==> config.mk <==
export PLATFORM = sky130hd
export DESIGN_NAME = modular_inverse_unit
export DESIGN_NICKNAME = d
export VERILOG_FILES = /design/src/rtl/core/mi_pkg.sv /design/src/rtl/core/mi_datapath.sv /design/src/rtl/core/mi_ctrl.sv /design/src/rtl/core/modular_inverse_unit.sv
export SDC_FILE = /design/constraint.sdc
export NUM_CORES = 1
export LEC_CHECK = 0
export BUFFER_PORTS_ARGS = -buffer_cell sky130_fd_sc_hd__buf_4
export CORE_MARGIN = 4
export CORE_UTILIZATION = 58
export DETAILED_ROUTE_END_ITERATION = 6
export GPL_TIMING_DRIVEN = 1
export HOLD_SLACK_MARGIN = 0.08
export PLACE_DENSITY = 0.77
export RECOVER_POWER = 50
export SYNTH_ARGS = -nofsm -noshare
export SYNTH_HDL_FRONTEND = slang
export SYNTH_SLANG_ARGS = --single-unit
==> constraint.sdc <==
create_clock -name aclk -period 21.9 [get_ports aclk]
set_input_delay 6.57 -clock aclk [delete_from_list [all_inputs] [get_ports aclk]]
set_output_delay 6.57 -clock aclk [all_outputs]
set_load 0.005 [all_outputs]
==> src/rtl/core/mi_pkg.sv <==
// Package for the modular inverse unit: word sizes, register map and the
// command/status structs between the controller and the datapath. No dependencies.
package mi_pkg;

    localparam int DATA_BITS  = 32;
    localparam int WORD_BITS  = 32;
    // Coefficient width: Bezout coefficients and partial products stay within 2*modulus.
    localparam int COEF_BITS  = WORD_BITS + 3;
    localparam int CNT_BITS   = $clog2(WORD_BITS);
    localparam int ADDR_BITS  = 3;

    localparam logic [DATA_BITS-1:0] MOD_RESET = 32'd1000000007;
    localparam logic                 REG_MODULUS_SEL = 1'b0;

    typedef struct packed {
        logic load;      // capture operand and modulus, set coefficients
        logic div_init;  // start a quotient/remainder pass
        logic div_step;  // one restoring division bit
        logic update;    // rotate Euclid state with new remainder and coefficient
        logic fold;      // reduce coefficient into 0..modulus-1 and write result
    } mi_cmd_t;

    typedef struct packed {
        logic div_zero;  // divisor has reached zero
    } mi_status_t;

endpackage

==> src/rtl/core/mi_datapath.sv <==
// Datapath of the modular inverse unit: Euclid registers, bit-serial divider
// with coefficient accumulation, and final fold. Depends on mi_pkg.
module mi_datapath import mi_pkg::*; (
    input  logic                 aclk,
    input  mi_cmd_t              cmd,
    input  logic [WORD_BITS-1:0] operand,
    input  logic [WORD_BITS-1:0] modulus,
    output mi_status_t           status,
    output logic [WORD_BITS-1:0] result
);

    logic        [WORD_BITS-1:0] rem_reg, rem_next;
    logic        [WORD_BITS-1:0] div_reg, div_next;
    logic        [WORD_BITS-1:0] mod_reg, mod_next;
    logic        [WORD_BITS-1:0] part_reg, part_next;
    logic        [WORD_BITS-1:0] shr_reg, shr_next;
    logic        [WORD_BITS-1:0] res_reg, res_next;
    logic signed [COEF_BITS-1:0] cu_reg, cu_next;
    logic signed [COEF_BITS-1:0] cv_reg, cv_next;
    logic signed [COEF_BITS-1:0] acc_reg, acc_next;

    logic [WORD_BITS:0]   rsh;
    logic [WORD_BITS:0]   rdiff;
    logic                 ge;
    logic                 cu_neg;
    logic [COEF_BITS-1:0] mag;
    logic [COEF_BITS-1:0] mag_red;
    logic [COEF_BITS-1:0] mod_ext;

    // Shift in the next dividend bit and try a subtract.
    assign rsh   = {part_reg, shr_reg[WORD_BITS-1]};
    assign rdiff = rsh - {1'b0, div_reg};
    assign ge    = !rdiff[WORD_BITS];

    assign cu_neg  = cu_reg[COEF_BITS-1];
    assign mag     = cu_neg ? COEF_BITS'(-cu_reg) : COEF_BITS'(cu_reg);
    assign mod_ext = {{(COEF_BITS-WORD_BITS){1'b0}}, mod_reg};
    assign mag_red = (mag >= mod_ext) ? mag - mod_ext : mag;

    always_comb begin
        rem_next  = rem_reg;
        div_next  = div_reg;
        mod_next  = mod_reg;
        part_next = part_reg;
        shr_next  = shr_reg;
        res_next  = res_reg;
        cu_next   = cu_reg;
        cv_next   = cv_reg;
        acc_next  = acc_reg;
        if (cmd.load) begin
            rem_next = operand;
            div_next = modulus;
            mod_next = modulus;
            cu_next  = COEF_BITS'(1);
            cv_next  = '0;
        end
        if (cmd.div_init) begin
            part_next = '0;
            shr_next  = rem_reg;
            acc_next  = '0;
        end
        if (cmd.div_step) begin
            part_next = ge ? rdiff[WORD_BITS-1:0] : rsh[WORD_BITS-1:0];
            shr_next  = shr_reg << 1;
            // Horner form of q*cv, one quotient bit at a time
            acc_next  = (acc_reg <<< 1) + (ge ? cv_reg : '0);
        end
        if (cmd.update) begin
            rem_next = div_reg;
            div_next = part_reg;
            cu_next  = cv_reg;
            cv_next  = cu_reg - acc_reg;
        end
        if (cmd.fold) begin
            if (mod_reg == '0) begin
                res_next = '0;
            end else if (cu_neg && mag_red != '0) begin
                res_next = mod_reg - mag_red[WORD_BITS-1:0];
            end else begin
                res_next = mag_red[WORD_BITS-1:0];
            end
        end
    end

    always_ff @(posedge aclk) begin
        rem_reg  <= rem_next;
        div_reg  <= div_next;
        mod_reg  <= mod_next;
        part_reg <= part_next;
        shr_reg  <= shr_next;
        res_reg  <= res_next;
        cu_reg   <= cu_next;
        cv_reg   <= cv_next;
        acc_reg  <= acc_next;
    end

    assign status.div_zero = (div_reg == '0);
    assign result          = res_reg;

endmodule

==> src/rtl/core/mi_ctrl.sv <==
// Controller of the modular inverse unit: sequences Euclid iterations and
// the bit-serial divider, owns both handshakes. Depends on mi_pkg.
module mi_ctrl import mi_pkg::*; (
    input  logic       aclk,
    input  logic       aresetn,
    input  logic       s_valid,
    output logic       s_ready,
    output logic       m_valid,
    input  logic       m_ready,
    input  mi_status_t status,
    output mi_cmd_t    cmd
);

    typedef enum logic [2:0] {
        ST_IDLE,
        ST_ITER,
        ST_DIV,
        ST_UPD,
        ST_FOLD
    } state_t;

    state_t                state_reg, state_next;
    logic [CNT_BITS-1:0]   cnt_reg, cnt_next;
    logic                  out_valid_reg, out_valid_next;
    logic                  out_free;

    assign out_free = !out_valid_reg || m_ready;
    assign s_ready  = (state_reg == ST_IDLE);
    assign m_valid  = out_valid_reg;

    always_comb begin
        state_next     = state_reg;
        cnt_next       = cnt_reg;
        out_valid_next = out_valid_reg && !m_ready;
        cmd            = '0;
        case (state_reg)
            ST_IDLE: begin
                if (s_valid) begin
                    cmd.load   = 1'b1;
                    state_next = ST_ITER;
                end
            end
            ST_ITER: begin
                if (status.div_zero) begin
                    state_next = ST_FOLD;
                end else begin
                    cmd.div_init = 1'b1;
                    cnt_next     = '0;
                    state_next   = ST_DIV;
                end
            end
            ST_DIV: begin
                cmd.div_step = 1'b1;
                cnt_next     = cnt_reg + 1'b1;
                if (cnt_reg == CNT_BITS'(WORD_BITS - 1)) begin
                    state_next = ST_UPD;
                end
            end
            ST_UPD: begin
                cmd.update = 1'b1;
                state_next = ST_ITER;
            end
            ST_FOLD: begin
                // hold until the output register is free
                if (out_free) begin
                    cmd.fold       = 1'b1;
                    out_valid_next = 1'b1;
                    state_next     = ST_IDLE;
                end
            end
            default: begin
                state_next = ST_IDLE;
            end
        endcase
    end

    always_ff @(posedge aclk) begin
        if (!aresetn) begin
            state_reg     <= ST_IDLE;
            cnt_reg       <= '0;
            out_valid_reg <= 1'b0;
        end else begin
            state_reg     <= state_next;
            cnt_reg       <= cnt_next;
            out_valid_reg <= out_valid_next;
        end
    end

endmodule

==> src/rtl/core/modular_inverse_unit.sv <==
// Top level of the modular inverse unit: APB modulus register, controller
// and datapath. Depends on mi_pkg, mi_ctrl and mi_datapath.
//
// Returns, for each operand transfer, the extended-Euclid Bezout coefficient of
// the operand modulo the programmed modulus, folded into 0..modulus-1 (the true
// inverse when operand and modulus are coprime; 0 for a zero operand or a zero
// modulus). Each Euclid iteration runs the bit-serial restoring divider, which also
// accumulates the quotient times the coefficient; for 32-bit values an item takes
// up to about 47 iterations. One item is processed at a time; a new operand is
// taken while the previous result waits in the output register. The modulus
// resets to 1000000007 and is written at byte address 0; write it only while the
// unit is idle.
module modular_inverse_unit import mi_pkg::*; (
    input  logic                 aclk,
    input  logic                 aresetn,
    input  logic                 s_tvalid,
    output logic                 s_tready,
    input  logic [DATA_BITS-1:0] s_tdata,   // [31:0] operand
    output logic                 m_tvalid,
    input  logic                 m_tready,
    output logic [DATA_BITS-1:0] m_tdata,   // [31:0] inverse
    input  logic                 psel,
    input  logic                 penable,
    input  logic                 pwrite,
    input  logic [ADDR_BITS-1:0] paddr,
    input  logic [DATA_BITS-1:0] pwdata,
    output logic [DATA_BITS-1:0] prdata,
    output logic                 pready
);

    logic [DATA_BITS-1:0] modulus_reg, modulus_next;
    logic                 reg_sel;
    mi_cmd_t              cmd;
    mi_status_t           status;
    logic [WORD_BITS-1:0] result;

    assign pready  = 1'b1;
    assign reg_sel = (paddr[2] == REG_MODULUS_SEL);
    assign prdata  = reg_sel ? modulus_reg : '0;

    always_comb begin
        modulus_next = modulus_reg;
        if (psel && penable && pwrite && pready && reg_sel) begin
            modulus_next = pwdata;
        end
    end

    always_ff @(posedge aclk) begin
        if (!aresetn) begin
            modulus_reg <= MOD_RESET;
        end else begin
            modulus_reg <= modulus_next;
        end
    end

    mi_ctrl u_ctrl (
        .aclk    (aclk),
        .aresetn (aresetn),
        .s_valid (s_tvalid),
        .s_ready (s_tready),
        .m_valid (m_tvalid),
        .m_ready (m_tready),
        .status  (status),
        .cmd     (cmd)
    );

    mi_datapath u_datapath (
        .aclk    (aclk),
        .cmd     (cmd),
        .operand (s_tdata[WORD_BITS-1:0]),
        .modulus (modulus_reg[WORD_BITS-1:0]),
        .status  (status),
        .result  (result)
    );

    assign m_tdata = DATA_BITS'(result);

endmodule

# Word-level counts from Yosys, hierarchy flattened
# Cells that the tools add are included.
[classes]
bitwise = 1
n_reduce_logical = 17
n_eq_ne = 9
n_mux = 37
n_lt_le_gt_ge = 1
add_sub_neg = 7
[op_table]
columns = ["op", "n"]
rows = [
  ["2-to-1 mux 32 bit", 11],
  ["2-to-1 mux 35 bit", 9],
  ["logical NOT 32 bit", 2],
  ["adder 35 bit", 1],
  [">= comparator 35 x 32 -> 1 bit", 1],
  ["negator 35 bit", 1],
  ["nonzero test 35 bit", 1],
  ["subtractor 35 x 32 -> 35 bit", 1],
  ["subtractor 35 bit", 1],
  ["subtractor 33 x 32 -> 33 bit", 1],
  ["subtractor 32 bit", 1],
  ["one-hot mux 3 bit (5 select lines)", 1],
  ["2-to-1 mux 3 bit", 4],
  ["2-to-1 mux 1 bit", 10],
  ["one-hot mux 5 bit (2 select lines)", 1],
  ["equality test 3 x 2 -> 1 bit (second input constant)", 2],
  ["nonzero test 2 bit", 3],
  ["adder 5 x 1 -> 5 bit (second input constant)", 1],
  ["equality test 5 bit (second input constant)", 1],
  ["logical AND 1 bit", 5],
  ["2-to-1 mux 5 bit", 1],
  ["!= test 2 x 1 -> 1 bit (second input constant)", 2],
  ["!= test 2 bit (second input constant)", 2],
  ["equality test 3 x 1 -> 1 bit (second input constant)", 1],
  ["7 further kinds", 8],
]
[totals]
in_bits = 74
ff_bits = 338
output_inout_bits = 67

# Longest topological paths before layout
[logic_depth]
ltp_word = 7
mapped_depth = 43
mapped_depth_nobuf = 42

# Hierarchy
# From an unflattened synthesis, not the netlist that was laid out.
[unflattened]
cells_unflattened = 2360
hier_area_um2 = 23404.9
[modules_own_cells]
columns = ["module", "instances", "cells_per_inst", "area_each_um2", "seq_area_each_um2"]
rows = [
  ["mi_datapath", 1, 2131, 21297.9, 8908.5],
  ["modular_inverse_unit", 1, 177, 1617.8, 640.6],
  ["mi_ctrl", 1, 52, 489.2, 180.2],
]

# Least setup slack after synthesis
# No wires, ideal clock.
[synth_path]
kind = "input to output"
from = "input port paddr[2]"
to = "output port prdata[10]"
stages = 2
t_arrival_ns = 6.908
slack_ns = 8.422
required_time_ns = 15.330
path_cell_list = "clkbuf_1 nor2b_1"
[synth_via]
elab_chain_cells = 1
[synth_rtl]
columns = ["element", "line_no", "source"]
rows = [
  ["start: declaration", "modular_inverse_unit.sv:25", "input logic [ADDR_BITS-1:0] paddr,"],
  ["2-to-1 mux 32 bit", "modular_inverse_unit.sv:39", "assign prdata = reg_sel ? modulus_reg : '0;"],
  ["end: declaration", "modular_inverse_unit.sv:27", "output logic [DATA_BITS-1:0] prdata,"],
]
# No other way between the ends.

# Worst setup path after layout
[layout_path]
from = "input port paddr[2]"
to = "output port prdata[13]"
# Same word-level chain as after synthesis.

==> impl_metrics.py <==
metrics = {
    "route": {
        "via_count": 19800,
        "first_pass_iters": 6,
        "via_per_inst": 6.18,
        "first_iter_violations": 1803,
        "wl_per_cell_um": 20.2,
        "drcViolationCount": 0,
        "drt_wl_total_um": 64700,
        "antenna_left": 0,
    },
    "cts": {
        "path_clk_slew_ns": 0.06,
        "cts.sinks": 338,
        "cts_buffer_depth": 3,
        "cts_made_buffers": 38,
        "hold_buffers": 0,
        "htreeDepth": 2,
        "cts-root-buf": "clkbuf_16",
        "cts_tree": "built",
        "cts_setup_buffers": 0,
        "clock_latency_ns": 0.56,
        "cts_resized": 0,
    },
    "timing": {
        "setup_viol": 0,
        "setup_slack_ns": 8.22,
        "fin_setup_tns_ns": 0,
        "slew_viol_final": 450,
        "tightest_slew_ns": 4.64,
        "maxSlewHeadroom_pct": -209,
        "period_share_pct": 62.5,
        "finalHoldViolations": 0,
        "max_freq_mhz": 73.1,
        "rsz0062_at_grt": "false",
        "min_period_ns": 13.68,
        "skew_ns": 0.0164,
    },
    "synthesis": {
        "synth_top_area_share_pct": 38.2,
        "synth_warnings": 0,
        "ys_seq_area_share_pct": 41.9,
        "synth_edf_count": 296,
        "synthTopCellsByArea": "edfxtp_1 (38%), ha_1 (7.9%), nand2_1 (5.6%), xnor2_1 (3.8%), dfxtp_1 (3.6%)",
        "synth_cells": 2553,
        "syn_nets": 2779,
        "syn-mean-instance-area_um2": 9.10,
        "syn_area_um2": 23200,
        "async_reset_ff_share_pct": 0,
        "synth.most_common_cell": "nand2_1",
        "ys_ff_latch": 338,
        "synthTopCellsByCount": "nand2_1 (349), edfxtp_1 (296), nor2_1 (180)",
        "yosys_most_used_dff": "edfxtp_1",
        "yosys.area.top_type": "edfxtp_1",
        "synthDistinctLibCells": 87,
    },
    "floorplan": {
        "coreArea_um2": 39600,
        "die-area_um2": 43300,
        "pin_count": 141,
        "dieWidth_um": 208,
        "initial_core_util_pct": 58.6,
        "die_y_um": 208,
        "rows": 73,
    },
    "cells_and_area": {
        "fin_area_um2": 25800,
        "nFillCells": 3299,
        "fin_util_pct": 65.1,
        "areaGrowthSynthToFinish_pct": 11.0,
        "drive_gt1_share_pct": 9.08,
        "register_area_um2": 9730,
        "multiInputGateArea_um2": 12500,
        "nNetsFinal": 2874,
    },
    "global_routing": {
        "grt_pass1_wl_um": 101000,
        "grt_max_degree": 97,
        "track_usage_pct": 28.7,
        "grt_overflow_total": 0,
        "antenna_found_initial": 2,
        "grt_pass1_vias": 18900,
    },
    "pwr": {
        "power_mw": 2.17,
        "combPwrFrac_pct": 34.9,
        "power_leakage_nw": 10.7,
        "power_frac_seq_pct": 37.5,
        "p_switching_mw": 0.755,
        "vdd_drop_max_mv": 0.0668,
        "power_density_nw_per_um2": 83.9,
        "swShare_pct": 34.9,
        "p_int_mw": 1.41,
        "clkPwrFrac_pct": 27.7,
    },
    "setup_path": {
        "arrival_ns": 7.11,
        "end_kind": "primary output",
        "cp_max_fo": 34,
        "critical_path_required_ns": 15.33,
        "critPathKind": "primary input to primary output",
        "cp-start-kind": "primary input",
    },
    "placed_design": {
        "dp_slack_ns": 8.23,
        "post-dp-hpwl_um": 47300,
        "port-buffer-count": 137,
        "gp_congestion": 0.985,
        "place_area_um2": 24700,
    },
    "outcome": {
        "outcome": "finished with violations",
        "violations": "max-capacitance violations, max-slew violations",
    },
    "job": {
        "cap_violations": 9,
    },
    "worst_hold_path": {
        "hp-class": "register to register",
    },
}
## path summary, 6_finish.rpt
path | start | end | slack [ns] | cells past startpoint
hold reg to reg | u_ctrl.cnt_reg[3] | u_ctrl.cnt_reg[3] | 0.48 | 1
setup / recovery | paddr[2] | prdata[13] | 8.22 | 3
setup reg to reg | u_datapath.div_reg[0] | u_datapath.acc_reg[34] | 11.14 | 40
hold / removal | u_ctrl.cnt_reg[3] | u_ctrl.cnt_reg[3] | 0.48 | 1
## layout by cell type, fill, tap and decap left out, types with 42 or more instances in the layout
cell / netlist / final
inv_1: 179 / 178
o21ai_0: 136 / 136
nand3_1: 63 / 63
buf_4: 1 / 111
nand2_1: 349 / 348
nor2_1: 180 / 179
edfxtp_1: 296 / 296
nor2b_1: 57 / 57
and2_1: 61 / 56
dfxtp_1: 42 / 42
a21oi_1: 144 / 144
ha_1: 147 / 147
xnor2_1: 102 / 102
nor3_1: 79 / 78
and3_1: 60 / 60
## power by group through the flow
stage	sequential [mW]	combinational, mW	clock (mW)
6_report	0.811	0.755	0.599
5_1_grt	0.815	0.835	0.635
4_1_cts	0.807	0.746	0.610
3_5_place_dp	0.820	0.740	0
3_3_place_gp	0.818	0.718	0
2_1_floorplan	0.804	0.577	0
## cell families (layout without fill, tap and decap cells)
logic type	count (synthesis)	count (layout)	synth area share (%)
AND/OR/NAND/NOR	1020	1020	21.5
AO/OA/AOI/OAI	585	585	16.7
flip-flops	338	338	41.9
buffers and inverters	279	403	4.59
adder cells (fa/ha/maj)	172	172	9.23
XOR/XNOR	144	144	5.49
multiplexers	14	14	0.608
other	1	2	0.0161
## layout make-up
cell class                      count  share of cell area (%)
Antenna cell                        1                 0.00970
Clock buffer                       50                    4.02
Clock inverter                     19                   0.451
Inverter                          179                    2.61
Multi-Input combinational cell   1936                    48.3
Sequential cell                   338                    37.7
Tap cell                          525                    2.55
Timing Repair Buffer              155                    4.33
## critical path: stages
cell and delay [ns]:
buf_4 0.28, nor2b_1 0.11, buf_4 0.15
## through the flow
step	std cells	hold slack, ns
final	3203	0.483
after global routing	3203	0.501
after CTS	3202	0.480
after detailed placement	3133	0.469
after global placement	3133	0.443
after floorplan	2553	0.424
## routing by layer
layer	routed length, um	GRT usage, %
met4	2410	9.65
met3	4380	3.78
met5	0	0
met2	30100	47.4
met1	27800	39.3
Power figures use the tool's default switching activity.
